<file path="config.mk">
export PLATFORM = sky130hd
export DESIGN_NAME = video_sync_segment_generator
export DESIGN_NICKNAME = d
export VERILOG_FILES = /design/src/sv/vssg_pkg.sv /design/src/sv/vssg_cfg.sv /design/src/sv/vssg_seq.sv /design/src/sv/video_sync_segment_generator.sv
export VERILOG_INCLUDE_DIRS = /design/src /design/src/sv
export SDC_FILE = /design/constraint.sdc
export NUM_CORES = 1
export LEC_CHECK = 0
export BUFFER_PORTS_ARGS = -buffer_cell sky130_fd_sc_hd__buf_2
export CAP_MARGIN = 10
export CORE_MARGIN = 8
export CORE_UTILIZATION = 30
export DETAILED_ROUTE_END_ITERATION = 7
export SETUP_SLACK_MARGIN = 0.3
export SYNTH_ARGS = -nofsm -noshare
export SYNTH_HDL_FRONTEND = slang
export SYNTH_SLANG_ARGS = --single-unit
</file>
<file path="constraint.sdc">
create_clock -name clk -period 9.4 [get_ports clk]
set_clock_uncertainty 0.05 [all_clocks]
set_input_delay 0 -clock clk [delete_from_list [all_inputs] [get_ports clk]]
set_output_delay 0 -clock clk [all_outputs]
set_load 0.005 [all_outputs]
</file>
<file path="src/sv/assert_macros.svh">
// ----------------------------------------------------------------------------
// assert_macros.svh
// Assertion macros for the video sync segment generator RTL.
// ----------------------------------------------------------------------------
`ifndef ASSERT_MACROS_SVH
`define ASSERT_MACROS_SVH

`ifndef SYNTHESIS

// Immediate-implication check, clocked by clk, off during reset.
`define VSSG_ASSERT_IMPL(label, ante, cons) \
    label: assert property (@(posedge clk) disable iff (!rst_n) (ante) |-> (cons)) \
        else $error("vssg assertion failed");

// Next-cycle implication check, clocked by clk, off during reset.
`define VSSG_ASSERT_NEXT(label, ante, cons) \
    label: assert property (@(posedge clk) disable iff (!rst_n) (ante) |=> (cons)) \
        else $error("vssg assertion failed");

`else

`define VSSG_ASSERT_IMPL(label, ante, cons)
`define VSSG_ASSERT_NEXT(label, ante, cons)

`endif

`endif

</file>
<file path="src/sv/vssg_pkg.sv">
// ----------------------------------------------------------------------------
// vssg_pkg
// Types, register indexes and helpers for the video sync segment generator.
// ----------------------------------------------------------------------------
package vssg_pkg;

    localparam int SPAN_W      = 16;
    localparam int COUNT_W     = 12;
    localparam int CFG_INDEX_W = 4;
    localparam int CFG_DATA_W  = 16;
    localparam int SEG_OVERHEAD = 3;

    localparam logic [CFG_INDEX_W-1:0] REG_H_ACTIVE = 4'd0;
    localparam logic [CFG_INDEX_W-1:0] REG_H_FRONT  = 4'd1;
    localparam logic [CFG_INDEX_W-1:0] REG_H_SYNC   = 4'd2;
    localparam logic [CFG_INDEX_W-1:0] REG_H_BACK   = 4'd3;
    localparam logic [CFG_INDEX_W-1:0] REG_V_ACTIVE = 4'd4;
    localparam logic [CFG_INDEX_W-1:0] REG_V_FRONT  = 4'd5;
    localparam logic [CFG_INDEX_W-1:0] REG_V_SYNC   = 4'd6;
    localparam logic [CFG_INDEX_W-1:0] REG_V_BACK   = 4'd7;

    typedef enum logic [1:0] {
        SEG_ACTIVE = 2'd0,
        SEG_FRONT  = 2'd1,
        SEG_SYNC   = 2'd2,
        SEG_BACK   = 2'd3
    } seg_t;

    typedef enum logic [1:0] {
        PH_ACTIVE = 2'd0,
        PH_FRONT  = 2'd1,
        PH_SYNC   = 2'd2,
        PH_BACK   = 2'd3
    } phase_t;

    typedef struct packed {
        logic [3:0][SPAN_W-1:0]  h_span;
        logic [3:0][COUNT_W-1:0] v_count;
        logic [3:0]              has_lines;
        logic                    err;
    } cfg_t;

    typedef struct packed {
        logic              hsync_level;
        logic              vsync_level;
        logic              display_enable;
        logic [SPAN_W-1:0] segment_delay;
        logic              last_of_line;
        logic              last_of_frame;
        logic              config_error;
    } res_t;

    // next phase after p that holds lines, wrapping; active phase if none
    function automatic phase_t next_phase(input logic [3:0] has_lines, input phase_t p);
        logic [1:0] q;
        phase_t     r;
        r = PH_ACTIVE;
        for (int k = 4; k >= 1; k--)
        begin
            q = 2'(int'(p) + k);
            if (has_lines[q])
                r = phase_t'(q);
        end
        return r;
    endfunction

endpackage

</file>
<file path="src/sv/vssg_cfg.sv">
// ----------------------------------------------------------------------------
// vssg_cfg
// Timing register file with validity check of the programmed spans and line counts.
// ----------------------------------------------------------------------------
module vssg_cfg #(
    parameter int SPAN_BITS = 16,
    parameter int LINE_BITS = 12
) (
    input  logic                               clk,
    input  logic                               rst_n,
    input  logic                               cfg_write,
    input  logic [vssg_pkg::CFG_INDEX_W-1:0]   cfg_index,
    input  logic [vssg_pkg::CFG_DATA_W-1:0]    cfg_data,
    output vssg_pkg::cfg_t                     cfg
);
    import vssg_pkg::*;

    localparam int SW = (SPAN_BITS < SPAN_W) ? SPAN_BITS : SPAN_W;
    localparam int LW = (LINE_BITS < COUNT_W) ? LINE_BITS : COUNT_W;
    localparam logic [SPAN_W-1:0]  SPAN_MASK = SPAN_W'((64'd1 << SW) - 64'd1);
    localparam logic [COUNT_W-1:0] LINE_MASK = COUNT_W'((64'd1 << LW) - 64'd1);
    localparam logic [SPAN_W-1:0]  MIN_SPAN  = SPAN_W'(SEG_OVERHEAD);

    logic [3:0][SPAN_W-1:0]  h_span_reg;
    logic [3:0][COUNT_W-1:0] v_count_reg;

    always_ff @(posedge clk or negedge rst_n)
    begin
        if (!rst_n)
        begin
            h_span_reg[0]  <= 16'd640;
            h_span_reg[1]  <= 16'd16;
            h_span_reg[2]  <= 16'd96;
            h_span_reg[3]  <= 16'd48;
            v_count_reg[0] <= 12'd480;
            v_count_reg[1] <= 12'd10;
            v_count_reg[2] <= 12'd2;
            v_count_reg[3] <= 12'd33;
        end
        else if (cfg_write)
        begin
            unique case (cfg_index)
                REG_H_ACTIVE: h_span_reg[0]  <= cfg_data & SPAN_MASK;
                REG_H_FRONT:  h_span_reg[1]  <= cfg_data & SPAN_MASK;
                REG_H_SYNC:   h_span_reg[2]  <= cfg_data & SPAN_MASK;
                REG_H_BACK:   h_span_reg[3]  <= cfg_data & SPAN_MASK;
                REG_V_ACTIVE: v_count_reg[0] <= cfg_data[COUNT_W-1:0] & LINE_MASK;
                REG_V_FRONT:  v_count_reg[1] <= cfg_data[COUNT_W-1:0] & LINE_MASK;
                REG_V_SYNC:   v_count_reg[2] <= cfg_data[COUNT_W-1:0] & LINE_MASK;
                REG_V_BACK:   v_count_reg[3] <= cfg_data[COUNT_W-1:0] & LINE_MASK;
                default: ;
            endcase
        end
    end

    always_comb
    begin
        cfg.h_span  = h_span_reg;
        cfg.v_count = v_count_reg;
        for (int i = 0; i < 4; i++)
            cfg.has_lines[i] = (v_count_reg[i] != '0);
        // front porch may be zero (skipped); every other span needs the overhead
        cfg.err = (h_span_reg[0] < MIN_SPAN) || (h_span_reg[2] < MIN_SPAN) ||
                  (h_span_reg[3] < MIN_SPAN) ||
                  ((h_span_reg[1] != '0) && (h_span_reg[1] < MIN_SPAN)) ||
                  (cfg.has_lines == 4'b0000);
    end

endmodule

</file>
<file path="src/sv/vssg_seq.sv">
// ----------------------------------------------------------------------------
// vssg_seq
// Raster position state and segment decode for one item.
// ----------------------------------------------------------------------------
module vssg_seq #(
    parameter int HSYNC_ACTIVE_HIGH = 0,
    parameter int VSYNC_ACTIVE_HIGH = 0,
    parameter int LINE_BITS         = 12
) (
    input  logic           clk,
    input  logic           rst_n,
    input  logic           fire,
    input  logic           restart,
    input  vssg_pkg::cfg_t cfg,
    output vssg_pkg::res_t res
);
    import vssg_pkg::*;

    localparam int LW = (LINE_BITS < COUNT_W) ? LINE_BITS : COUNT_W;
    localparam logic HS_ON = 1'(HSYNC_ACTIVE_HIGH);
    localparam logic VS_ON = 1'(VSYNC_ACTIVE_HIGH);

    phase_t        phase_reg, phase_next;
    logic [LW-1:0] line_reg, line_next;
    seg_t          seg_reg, seg_next;

    phase_t             p0, p;
    logic [COUNT_W-1:0] line0, line;
    logic [COUNT_W:0]   line_inc;
    seg_t               s0, s;
    logic [SPAN_W-1:0]  span;
    logic               later_lines;
    logic               front_empty;

    always_ff @(posedge clk or negedge rst_n)
    begin
        if (!rst_n)
        begin
            phase_reg <= PH_ACTIVE;
            line_reg  <= '0;
            seg_reg   <= SEG_ACTIVE;
        end
        else if (fire)
        begin
            phase_reg <= phase_next;
            line_reg  <= line_next;
            seg_reg   <= seg_next;
        end
    end

    always_comb
    begin
        front_empty = (cfg.h_span[1] == '0);
        p0    = restart ? PH_ACTIVE  : phase_reg;
        line0 = restart ? '0 : COUNT_W'(line_reg);
        s0    = restart ? SEG_ACTIVE : seg_reg;

        // position may be stale after a reconfiguration
        if (line0 >= cfg.v_count[p0])
        begin
            p    = next_phase(cfg.has_lines, p0);
            line = '0;
        end
        else
        begin
            p    = p0;
            line = line0;
        end
        s = (s0 == SEG_FRONT && front_empty) ? SEG_SYNC : s0;

        span     = cfg.h_span[s];
        line_inc = {1'b0, line} + 1'b1;
        later_lines = 1'b0;
        for (int q = 1; q < 4; q++)
            if (q > int'(p) && cfg.has_lines[q])
                later_lines = 1'b1;

        res.hsync_level    = (s == SEG_SYNC) ? HS_ON : !HS_ON;
        res.vsync_level    = (p == PH_SYNC)  ? VS_ON : !VS_ON;
        res.display_enable = (p == PH_ACTIVE) && (s == SEG_ACTIVE);
        res.segment_delay  = span - SPAN_W'(SEG_OVERHEAD);
        res.last_of_line   = (s == SEG_BACK);
        res.last_of_frame  = (s == SEG_BACK) && (line_inc == {1'b0, cfg.v_count[p]}) &&
                             !later_lines;
        res.config_error   = 1'b0;

        phase_next = p;
        line_next  = line[LW-1:0];
        unique case (s)
            SEG_BACK:
            begin
                seg_next = SEG_ACTIVE;
                if (line_inc >= {1'b0, cfg.v_count[p]})
                begin
                    phase_next = next_phase(cfg.has_lines, p);
                    line_next  = '0;
                end
                else
                    line_next = line_inc[LW-1:0];
            end
            SEG_ACTIVE: seg_next = front_empty ? SEG_SYNC : SEG_FRONT;
            SEG_FRONT:  seg_next = SEG_SYNC;
            SEG_SYNC:   seg_next = SEG_BACK;
            default:    seg_next = SEG_ACTIVE;
        endcase

        if (cfg.err)
        begin
            res        = '0;
            res.config_error = 1'b1;
            phase_next = p0;
            line_next  = line0[LW-1:0];
            seg_next   = s0;
        end
    end

endmodule

</file>
<file path="src/sv/video_sync_segment_generator.sv">
// ----------------------------------------------------------------------------
// video_sync_segment_generator
// Emits the next horizontal timing segment of a raster frame for each item.
//
// Input channel (in_valid / in_stall / restart): each item requests one
// segment; restart = 1 rewinds to the first segment of the frame first.
// Output channel (out_valid / out_stall): one result item per request with
// sync levels, display enable, span minus 3 and line/frame end marks.
// The user writes timing registers through cfg_write / cfg_index / cfg_data
// only while the block is idle; it does not enforce this. Indexes above 7
// are ignored. Each item passes the input register, then the output register.
// Throughput: one item per cycle unless stalled; the position counters update
// once per item in a single registered step between the two registers.
// A stalled result holds in the output register; the input register still
// drains into it as soon as the result is taken, so in_stall rises only
// when both registers are full.
// Reset clears both valid flags and rewinds to the first segment;
// timing registers return to 640/16/96/48 pixels and 480/10/2/33 lines.
// ----------------------------------------------------------------------------
`include "assert_macros.svh"

module video_sync_segment_generator #(
    parameter int HSYNC_ACTIVE_HIGH = 0,
    parameter int VSYNC_ACTIVE_HIGH = 0,
    parameter int SPAN_BITS         = 16,
    parameter int LINE_BITS         = 12
) (
    input  logic                              clk,
    input  logic                              rst_n,
    input  logic                              cfg_write,
    input  logic [vssg_pkg::CFG_INDEX_W-1:0]  cfg_index,
    input  logic [vssg_pkg::CFG_DATA_W-1:0]   cfg_data,
    input  logic                              in_valid,
    output logic                              in_stall,
    input  logic                              restart,
    output logic                              out_valid,
    input  logic                              out_stall,
    output logic                              hsync_level,
    output logic                              vsync_level,
    output logic                              display_enable,
    output logic [vssg_pkg::SPAN_W-1:0]       segment_delay,
    output logic                              last_of_line,
    output logic                              last_of_frame,
    output logic                              config_error
);
    import vssg_pkg::*;

    cfg_t cfg;
    res_t res;
    res_t res_reg;
    logic in_valid_reg;
    logic restart_reg;
    logic out_valid_reg;
    logic advance;
    logic fire;

    vssg_cfg #(
        .SPAN_BITS (SPAN_BITS),
        .LINE_BITS (LINE_BITS)
    ) u_cfg (
        .clk       (clk),
        .rst_n     (rst_n),
        .cfg_write (cfg_write),
        .cfg_index (cfg_index),
        .cfg_data  (cfg_data),
        .cfg       (cfg)
    );

    vssg_seq #(
        .HSYNC_ACTIVE_HIGH (HSYNC_ACTIVE_HIGH),
        .VSYNC_ACTIVE_HIGH (VSYNC_ACTIVE_HIGH),
        .LINE_BITS         (LINE_BITS)
    ) u_seq (
        .clk     (clk),
        .rst_n   (rst_n),
        .fire    (fire),
        .restart (restart_reg),
        .cfg     (cfg),
        .res     (res)
    );

    assign advance  = !out_valid_reg || !out_stall;
    assign fire     = in_valid_reg && advance;
    assign in_stall = in_valid_reg && !advance;

    always_ff @(posedge clk or negedge rst_n)
    begin
        if (!rst_n)
        begin
            in_valid_reg  <= 1'b0;
            out_valid_reg <= 1'b0;
        end
        else
        begin
            if (!in_stall)
                in_valid_reg <= in_valid;
            if (advance)
                out_valid_reg <= in_valid_reg;
        end
    end

    always_ff @(posedge clk)
    begin
        if (!in_stall)
            restart_reg <= restart;
        if (fire)
            res_reg <= res;
    end

    assign out_valid      = out_valid_reg;
    assign hsync_level    = res_reg.hsync_level;
    assign vsync_level    = res_reg.vsync_level;
    assign display_enable = res_reg.display_enable;
    assign segment_delay  = res_reg.segment_delay;
    assign last_of_line   = res_reg.last_of_line;
    assign last_of_frame  = res_reg.last_of_frame;
    assign config_error   = res_reg.config_error;

    `VSSG_ASSERT_IMPL(a_err_clears_fields, out_valid && config_error, !hsync_level && !vsync_level && !display_enable && segment_delay == '0 && !last_of_line)
    `VSSG_ASSERT_IMPL(a_frame_end_is_line_end, out_valid && last_of_frame, last_of_line)
    `VSSG_ASSERT_IMPL(a_de_outside_hsync, out_valid && display_enable, hsync_level == !1'(HSYNC_ACTIVE_HIGH) && !last_of_line)
    `VSSG_ASSERT_NEXT(a_fire_fills_output, fire, out_valid)

endmodule
</file>
==> results.yml, run 1 <==
cts:
  insertion_delay_of_the_later_clocked_pin_in_the_worst_skew_pair_ns: 0.44
  cts-htree-levels: 4
  post-cts-setup-buffer-count: 0
  clock_tree.root_cell: "sky130_fd_sc_hd__clkbuf_16"
  worst_path_clk_slew_ns: 0.07
  tritoncts: "yes"
  cts-root-to-sink-buffers: 2
  cts_num_sinks: 153
  tritoncts.num_buffers: 17
synthesis:
  postSynthAreaPerCell_sq_um: 10.39
  synthSimpleGateAreaFrac: 0.1780
  post-synth-top-count-cell: "sky130_fd_sc_hd__mux2_2"
  synth_seq_area_share: 0.4412
  ys_warn_count: 0
  netlist.top_cell.by_area: "sky130_fd_sc_hd__dfrtp_1"
  yosys_register_bits: 153
  compound_cell_area_share_of_the_yosys_netlist: 0.1175
  ys_async_sr_fraction: 0.8497
  yosys.area.top_type_share: 0.3175
  yosys-top-cells-count: "sky130_fd_sc_hd__mux2_2, sky130_fd_sc_hd__dfrtp_1, sky130_fd_sc_hd__nand2_1"
  postSynthNetCount: 923
  synthCells: 865
  synth_area_leaders: "sky130_fd_sc_hd__dfrtp_1, sky130_fd_sc_hd__mux2_2, sky130_fd_sc_hd__edfxtp_1"
  synth_top_flop_cell: "sky130_fd_sc_hd__dfrtp_1"
  synth_xor_area_frac: 0.02242
  synth-edff-count: 23
  synthAdderAreaFrac: 0.04457
  synthDistinctLibCells: 77
  post_synth_mux_area_share: 0.1698
  main_combinational_cell_family_by_area_after_synthesis: "simple AND/OR/NAND/NOR gates"
  post_synth_instance_area_sq_mm: 0.008984
detailed_routing:
  routed-via-count: 6894
  number_of_routed_nets_with_antenna_violations: 0
  firstDrtPassIters: 5
  route.detailed.vias_per_inst: 5.227
  detailedRoute.firstIterationViolations: 572
  drt_wl_total_um: 24310
  routed_wire_length_per_instance_um: 18.43
  drc_errors: 0
global_route:
  grt_pass1_vias: 6724
  antenna_found_initial: 1
  grt.overflow.total: 0
  grt_first_pass_wirelength_um: 38960
  grt.total_usage: 0.1367
  grt_start_max_net_pins: 68
power_and_ir_drop:
  power.density_cell_area_mw_per_mm2: 240.6
  leakage_nw: 4.255
  vdd_drop_max_mv: 0.09625
  power.total_mw: 2.503
die:
  floorplan.initialDensity: 0.3039
  die_outline_area_sq_mm: 0.03574
  ioPinCount: 50
  fp.coreArea_sq_mm: 0.02956
  row_count: 63
  fp.dieW_um: 189.0
  floorplan.die.height_um: 189.0
timing:
  layout_worst_path_cycle_share: 0.7830
  report.final.hold_viol_count: 0
  setup_tns_ns: 0
  final.hold.worst_slack_ns: 0.1156
  slew_headroom: 0.2250
  report.final.slew_viol_count: 0
  worst-slew-pin-transition_ns: 1.158
  fin_crit_ns: 7.360
  rsz0062_at_grt: "no"
  setup_viol: 0
  timing.fmax_ghz: 0.1359
place:
  hpwl_um: 17840
  io_buffers: 49
  place.gp.congestion: 0.8705
  placed_cells_incl_taps: 1266
final_layout:
  layout-drive-gt1-share: 0.2723
  largest_reg_flops: 112
  synthToLayoutAreaGrowth_pct: 15.81
  finalNetCount: 974
  antenna-diode-count: 0
  fill_cells: 2948
  instances_no_fill: 1319
critical_path:
  rr_startpoint: "u_seq.phase_reg[0]$_DFFE_PN0P_"
  critical_path.max_fanout: 33
  regToRegEndpoint: "u_seq.line_reg[5]$_DFFE_PN0P_"
  start_kind: "flip-flop"
  timing.critical_path.required_ns: 9.71
  critPathArrivalTime_ns: 7.67
  crit_path_end: "u_seq.line_reg[5]$_DFFE_PN0P_"
  slack_of_the_worst_reg_to_reg_path_ns: 2.04
  cp-startpoint: "u_seq.phase_reg[0]$_DFFE_PN0P_"
  reg2reg_depth: 22
  worstSetupEndpointType: "flip-flop"
  category_of_the_most_critical_setup_path: "flip-flop to flip-flop"
worst_hold_path:
  timing.hold.worst.class: "primary input to flip-flop"
run_status:
  outcome: "completed"
job:
  cap_violations: 0
how the worst min path moves through the flow:
stage	from	to	slack [ns]	cells after the start
floorplan	rst_n	in_valid_reg$_DFFE_PN0N_	-0.35	0
global placement	rst_n	u_cfg.cfg[96]$_DFFE_PN0P_	0.1	1
detailed placement	rst_n	u_cfg.cfg[96]$_DFFE_PN0P_	0.10	1
CTS	cfg_index[0]	u_cfg.cfg[32]$_DFFE_PN0P_	0.09	3
global route	cfg_index[1]	u_cfg.cfg[20]$_DFFE_PN1P_	0.15	3
finish	cfg_index[0]	u_cfg.cfg[32]$_DFFE_PN0P_	0.12	3
layer usage:
layer / GRT usage / wire length (um) / vias to the layer above
li1: - / - / 3268
met1: 0.1937 / 11890 / 3392
met2: 0.2075 / 10820 / 204
met3: 0.02778 / 1272 / 28
met4: 0.03848 / 314 / 2
met5: 0 / 12 / -
stage by stage:
| stage | setup slack, ns | instance area (sq um) | utilization |
|---|---|---|---|
| finish | 2.040 | 10400 | 0.3520 |
| global route | 1.440 | 10400 | 0.3520 |
| CTS | 2.069 | 10400 | 0.3520 |
| detailed placement | 2.098 | 9585 | 0.3243 |
| global placement | 2.386 | 9585 | 0.3243 |
| floorplan | 3.692 | 8984 | - |
cells in the final DEF, fill, tap and decap left out, drive strengths merged, types with 22 or more instances in the layout:
cell type / instances
a21oi: 32
buf: 56
clkbuf: 22
dfrtp: 114
edfxtp: 23
ha: 32
mux2: 115
mux2i: 23
nand2: 110
nand3: 33
nor2: 65
nor4: 28
o21ai: 25
where the power goes:
part	internal, mW	leakage (nW)	total (mW)	switching, mW
Combinational	0.365	2.16	0.789	0.424
Sequential	0.857	1.80	1.01	0.154
Clock	0.414	0.298	0.704	0.290
area by class of cell:
| class | instances | area (sq um) | area share |
|---|---|---|---|
| Clock buffer | 22 | 506.7 | 0.04871 |
| Sequential cell | 153 | 3964 | 0.3810 |
| Inverter | 11 | 41.29 | 0.003969 |
| Tap cell | 390 | 488.0 | 0.04690 |
| Timing Repair Buffer | 77 | 510.5 | 0.04907 |
| Clock inverter | 10 | 101.3 | 0.009741 |
| Multi-Input combinational cell | 656 | 4792 | 0.4606 |
cell families after synthesis:
family                     count (synthesis)
DFF                                      153
xor gates and xnor gates                  23
adders and majority gates                 32
and+or+nand+nor                          315
AOI/OAI and AO/OA                        148
muxes                                    138
buffers and inverters                     56
worst max-delay path: stages, from the launching register on:
cell and delay, ns:
sky130_fd_sc_hd__dfrtp_1 0.86, sky130_fd_sc_hd__nor2_1 0.11, sky130_fd_sc_hd__nor2_1 0.62, sky130_fd_sc_hd__o22ai_1 0.18
sky130_fd_sc_hd__ha_1 0.33, sky130_fd_sc_hd__a211oi_1 0.22, sky130_fd_sc_hd__o21ai_0 0.12, sky130_fd_sc_hd__a21oi_1 0.15
sky130_fd_sc_hd__o21ai_1 0.11, sky130_fd_sc_hd__mux2_2 0.67, sky130_fd_sc_hd__clkinv_1 0.87, sky130_fd_sc_hd__nand2_1 0.25
sky130_fd_sc_hd__and3_1 0.18, sky130_fd_sc_hd__a31oi_1 0.05, sky130_fd_sc_hd__ha_1 0.30, sky130_fd_sc_hd__nand2b_1 0.14
sky130_fd_sc_hd__a21o_1 0.18, sky130_fd_sc_hd__a21o_1 0.17, sky130_fd_sc_hd__a211o_1 0.29, sky130_fd_sc_hd__a21oi_1 0.22
sky130_fd_sc_hd__o31ai_2 0.16, sky130_fd_sc_hd__nor3_1 0.76, sky130_fd_sc_hd__a22o_1 0.27
what timing repair did:
item / CTS / global route
resized for setup: 0 / 0
endpoints found under the hold margin: 174 / 0
hold buffers: 21 / 0
Power figures use the tool's default switching activity.
==> inputs of run 2 (changes only) <==
Clock period 9.4 ns to 6.1 ns, I/O delays scaled along.
==> run 2 against run 1 <==
Sequential power grew 52%. Highest routed layer unchanged. First-iteration DRC count grew 5.9%. Critical endpoint is now u_seq.phase_reg[0]$_DFFE_PN0P_. Non-clock buffer count grew 8. Register-to-register slack lost 1.4 ns. Critical path depth grew 3.
==> results.yml, run 2 (synthesis gave the netlist of run 1 again) <==
run_status:
  outcome: "completed"
place:
  place.gp.congestion: 0.8962
  placed_cells_incl_taps: 1274
  io_buffers: 49
  place_worst_setup_slack_ns: 0.3703
  hpwl_um: 18080
timing:
  setup_tns_ns: 0
  rsz0062_at_grt: "no"
  report.final.slew_viol_count: 0
  slew_headroom: 0.2580
  worst-slew-pin-transition_ns: 1.111
  timing.fmax_ghz: 0.1841
  fin_crit_ns: 5.432
  report.final.hold_viol_count: 0
  setup_ws_ns: 0.6678
  setup_viol: 0
  layout_worst_path_cycle_share: 0.8905
global_route:
  grt_first_pass_wirelength_um: 39810
  grt_pass1_vias: 6730
  antenna_found_initial: 1
  grt.total_usage: 0.1398
  grt.overflow.total: 0
  grt_start_max_net_pins: 74
cts:
  post-cts-setup-buffer-count: 0
  tritoncts: "yes"
  cts-htree-levels: 4
  tritoncts.num_buffers: 17
  cts_num_sinks: 153
  worst_path_clk_slew_ns: 0.07
  clock_tree.root_cell: "sky130_fd_sc_hd__clkbuf_16"
  insertion_delay_of_the_later_clocked_pin_in_the_worst_skew_pair_ns: 0.44
  cts-root-to-sink-buffers: 2
detailed_routing:
  routed-via-count: 7048
  firstDrtPassIters: 5
  detailedRoute.firstIterationViolations: 606
  drt_wl_total_um: 25030
  number_of_routed_nets_with_antenna_violations: 0
  routed_wire_length_per_instance_um: 18.85
  route.detailed.vias_per_inst: 5.307
  drc_errors: 0
final_layout:
  layout.cells.most_common_list: "sky130_fd_sc_hd__mux2_2, sky130_fd_sc_hd__dfrtp_1, sky130_fd_sc_hd__nand2_1"
  instances_no_fill: 1328
  mostFrequentLayoutCell: "sky130_fd_sc_hd__mux2_2"
  finalNetCount: 983
  layout-drive-gt1-share: 0.2846
  largest_reg_flops: 112
  antenna-diode-count: 0
  fill_cells: 2971
  synthToLayoutAreaGrowth_pct: 16.42
power_and_ir_drop:
  internal_power_mw: 2.456
  leakage_nw: 4.288
  switchingPower_mw: 1.395
  vdd_drop_max_mv: 0.1688
  swShare: 0.3622
  power.density_cell_area_mw_per_mm2: 368.2
  p_comb_frac: 0.325
  share_clk_of_total_power: 0.274
  p_seq_frac: 0.401
critical_path:
  timing.critical_path.required_ns: 6.40
  worstSetupEndpointType: "flip-flop"
  critical_path.max_fanout: 11
  category_of_the_most_critical_setup_path: "flip-flop to flip-flop"
  start_kind: "flip-flop"
  critPathArrivalTime_ns: 5.73
die:
  fp.coreArea_sq_mm: 0.02956
  ioPinCount: 50
  fp.dieW_um: 189.0
  floorplan.initialDensity: 0.3039
  row_count: 63
  die_outline_area_sq_mm: 0.03574
  floorplan.die.height_um: 189.0
job:
  cap_violations: 0
worst_hold_path:
  timing.hold.worst.class: "primary input to flip-flop"
run 2: metrics by stage:
stage	instance area, sq um	hold slack (ns)	utilization	total power [mW]
2_1_floorplan	8984	-0.3456	-	2.393
4_1_cts	10430	0.09690	0.3529	3.862
3_5_place_dp	9646	0.1313	0.3263	2.792
6_report	10460	0.1167	0.3538	3.851
5_1_grt	10460	0.1212	0.3538	4.077
3_3_place_gp	9646	0.1320	0.3263	2.773
run 2: cell type report:
| type | count | area (sq um) | area share |
|---|---|---|---|
| clock inverters | 13 | 122.6 | 0.01172 |
| well taps | 390 | 488.0 | 0.04666 |
| repair buffers | 85 | 581.8 | 0.05563 |
| clock buffers | 19 | 452.9 | 0.04331 |
| repair inverters | 1 | 5.005 | 0.0004785 |
| flip-flops and latches | 153 | 3965 | 0.3791 |
| inverters | 11 | 45.04 | 0.004307 |
| multi-input cells | 656 | 4798 | 0.4588 |
run 2: worst max-delay path, cell delays in order, from the launching register on:
cell                         delay (ns)
sky130_fd_sc_hd__dfrtp_2           0.48
sky130_fd_sc_hd__nor2_1            0.06
sky130_fd_sc_hd__nor2_1            0.26
sky130_fd_sc_hd__buf_4             0.23
sky130_fd_sc_hd__o22ai_1           0.13
sky130_fd_sc_hd__ha_1              0.34
sky130_fd_sc_hd__nand2_1           0.08
sky130_fd_sc_hd__o21ai_0           0.23
sky130_fd_sc_hd__a21oi_1           0.10
sky130_fd_sc_hd__o21ai_1           0.20
sky130_fd_sc_hd__mux2_2            0.44
sky130_fd_sc_hd__clkinvlp_4        0.22
sky130_fd_sc_hd__nand2_1           0.08
sky130_fd_sc_hd__and3_1            0.18
sky130_fd_sc_hd__a31oi_1           0.24
sky130_fd_sc_hd__ha_1              0.30
sky130_fd_sc_hd__nand2b_1          0.15
sky130_fd_sc_hd__a21o_1            0.17
sky130_fd_sc_hd__a21o_1            0.17
sky130_fd_sc_hd__a211o_1           0.30
sky130_fd_sc_hd__a21oi_2           0.19
sky130_fd_sc_hd__o31ai_2           0.14
sky130_fd_sc_hd__nand2_1           0.18
sky130_fd_sc_hd__nor3_1            0.10
sky130_fd_sc_hd__o2111a_1          0.15
sky130_fd_sc_hd__a211oi_2          0.18
run 2: layer usage:
layer	part of all wire	global-route usage
met5	0.00052	0
met3	0.063	0.02667
met4	0.017	0.04360
met1	0.49	0.2035
met2	0.43	0.2050
run 2: worst paths after layout:
check / start / end / slack, ns / cells after the start
max in group asynchronous: rst_n / u_seq.phase_reg[1]$_DFFE_PN0P_ / 4.37 / 3
max: u_seq.phase_reg[1]$_DFFE_PN0P_ / u_seq.phase_reg[0]$_DFFE_PN0P_ / 0.67 / 25
min in group asynchronous: rst_n / u_cfg.cfg[98]$_DFFE_PN0P_ / 0.21 / 2
max reg2reg: u_seq.phase_reg[1]$_DFFE_PN0P_ / u_seq.phase_reg[0]$_DFFE_PN0P_ / 0.67 / 25
min: cfg_index[0] / u_cfg.cfg[40]$_DFFE_PN0P_ / 0.12 / 3
min reg2reg: in_valid_reg$_DFFE_PN0N_ / out_valid$_DFFE_PN0N_ / 0.44 / 1
run 2: repair_timing:
item	in CTS	in global routing
hold buffers	21	0
endpoints found under the hold margin	181	0
setup endpoints to repair	0	14
gates resized for setup	0	7
run 2: power by group through the flow:
stage / Clock (mW) / Combinational (mW) / Sequential (mW)
2_1_floorplan: 0 / 0.907 / 1.49
3_3_place_gp: 0 / 1.22 / 1.56
3_5_place_dp: 0 / 1.23 / 1.56
4_1_cts: 1.07 / 1.25 / 1.54
5_1_grt: 1.12 / 1.38 / 1.58
6_report: 1.05 / 1.25 / 1.54
==> inputs of run 3 (changes only) <==
Settings changed: CORE_UTILIZATION 30 to 56, PLACE_DENSITY set to 0.77.
==> run 3 against run 2 <==
Setup slack worse by 0.0040 ns. Largest power group unchanged. Design area is 2.4% lower. Global-route usage rose by 9.6 points. Final cell count shrank 13%. Hold slack worse by 0.00082 ns. Critical path depth up 2. Critical path type unchanged. First-iteration DRC count up 15%.
==> results.yml, run 3 (synthesis gave the netlist of run 1 again) <==
critical_path:
  reg2reg_depth: 27
  timing.critical_path.required_ns: 6.40
  worstSetupEndpointType: "flip-flop"
  category_of_the_most_critical_setup_path: "flip-flop to flip-flop"
  critical_path.max_fanout: 22
  critPathArrivalTime_ns: 5.73
  timing.critical_path.mode_cell: "sky130_fd_sc_hd__a21oi_1"
  start_kind: "flip-flop"
  critical-path-max-stage-delay_ns: 0.59
  critical-path-slowest-cell: "sky130_fd_sc_hd__dfrtp_4"
run_status:
  outcome: "completed"
global_route:
  grt.overflow.total: 0
  grt_first_pass_wirelength_um: 37200
  grt_start_max_net_pins: 77
  grt.total_usage: 0.2359
  grt_pass1_vias: 6688
  antenna_found_initial: 0
power_and_ir_drop:
  power.density_cell_area_mw_per_mm2: 375.3
  vdd_drop_max_mv: 0.2174
  power.total_mw: 3.829
  leakage_nw: 4.272
cts:
  cts-root-to-sink-buffers: 2
  tritoncts: "yes"
  worst_path_clk_slew_ns: 0.07
  cts_num_sinks: 153
  cts-htree-levels: 4
  clock_tree.root_cell: "sky130_fd_sc_hd__clkbuf_16"
  post-cts-setup-buffer-count: 0
  tritoncts.num_buffers: 17
  insertion_delay_of_the_later_clocked_pin_in_the_worst_skew_pair_ns: 0.43
timing:
  rsz0062_at_grt: "no"
  report.final.hold_viol_count: 0
  setup_ws_ns: 0.6638
  final.hold.worst_slack_ns: 0.1159
  fin_crit_ns: 5.436
  worst-slew-pin-transition_ns: 1.186
  setup_tns_ns: 0
  timing.fmax_ghz: 0.1840
  report.final.slew_viol_count: 0
  setup_viol: 0
  slew_headroom: 0.2055
  layout_worst_path_cycle_share: 0.8912
final_layout:
  fill_cells: 1272
  finalNetCount: 980
  area_taken_by_multi_input_logic_gates_sq_mm: 0.004797
  sequential_cell_area_sq_mm: 0.003969
  largest_reg_flops: 112
  post-route-util: 0.6471
  synthToLayoutAreaGrowth_pct: 13.59
  instances_no_fill: 1151
  final_area_sq_mm: 0.01020
  mostFrequentLayoutCell: "sky130_fd_sc_hd__mux2_2"
  layout.cells.most_common_list: "sky130_fd_sc_hd__mux2_2, sky130_fd_sc_hd__dfrtp_1, sky130_fd_sc_hd__nand2_1"
  layout-drive-gt1-share: 0.2824
  antenna-diode-count: 0
die:
  ioPinCount: 50
  floorplan.initialDensity: 0.5697
  die_outline_area_sq_mm: 0.02035
  fp.dieW_um: 142.7
  row_count: 46
  fp.coreArea_sq_mm: 0.01577
  floorplan.die.height_um: 142.7
detailed_routing:
  drt_wl_total_um: 23310
  routed_wire_length_per_instance_um: 20.25
  drc_errors: 0
  route.detailed.vias_per_inst: 6.162
  firstDrtPassIters: 5
  routed-via-count: 7093
  detailedRoute.firstIterationViolations: 695
  number_of_routed_nets_with_antenna_violations: 0
place:
  place_worst_setup_slack_ns: 0.5162
  placed_cells_incl_taps: 1098
  place_area_sq_mm: 0.009413
  io_buffers: 49
  hpwl_um: 16510
  place.gp.congestion: 0.9401
job:
  cap_violations: 0
worst_hold_path:
  timing.hold.worst.class: "primary input to async pin"
==> run 3: final timing paths <==
path / end / from / slack (ns)
max reg2reg: u_seq.phase_reg[0]$_DFFE_PN0P_ / u_seq.phase_reg[1]$_DFFE_PN0P_ / 0.66
max: u_seq.phase_reg[0]$_DFFE_PN0P_ / u_seq.phase_reg[1]$_DFFE_PN0P_ / 0.66
min reg2reg: out_valid$_DFFE_PN0N_ / in_valid_reg$_DFFE_PN0N_ / 0.44
min: out_valid$_DFFE_PN0N_ / rst_n / 0.12
max in group asynchronous: u_seq.phase_reg[1]$_DFFE_PN0P_ / rst_n / 4.43
min in group clk: u_cfg.cfg[38]$_DFFE_PN0P_ / cfg_index[0] / 0.13
==> run 3: area by class of cell <==
type                            count  share of cell area
Multi-Input combinational cell    656              0.4701
Sequential cell                   153              0.3889
Timing Repair Buffer               83             0.05444
Clock buffer                       20             0.04573
Tap cell                          216             0.02648
Clock inverter                     12             0.01030
Inverter                           11            0.004046
==> run 3: worst max-delay path: cells and delay by family (launching register included) <==
| kind | cells | cell delay, ns |
|---|---|---|
| adders and majority gates | 2 | 0.52 |
| DFF | 1 | 0.59 |
| AOI/OAI and AO/OA | 14 | 2.37 |
| buffers and inverters | 3 | 0.66 |
| and+or+nand+nor | 8 | 1.15 |
==> run 3: per-layer routing <==
metal,wire [um],share of wire,GRT usage,up-vias
met5,0,0,0,-
met2,10080,0.43,0.3347,293
li1,-,-,-,3303
met3,1757,0.075,0.04508,29
met1,11010,0.47,0.3490,3468
met4,469,0.020,0.08557,0
==> run 3: report_power, final <==
part | switching, mW | total [mW] | internal, mW
logic | 0.675 | 1.24 | 0.566
clock network | 0.463 | 1.03 | 0.566
registers | 0.239 | 1.56 | 1.32
total | 1.38 | 3.83 | 2.45
==> run 3: timing repair <==
item                                   CTS  global route
gates resized for setup                  0             5
setup endpoints to repair                0            14
endpoints found under the hold margin  167             0
hold buffers                            21             0
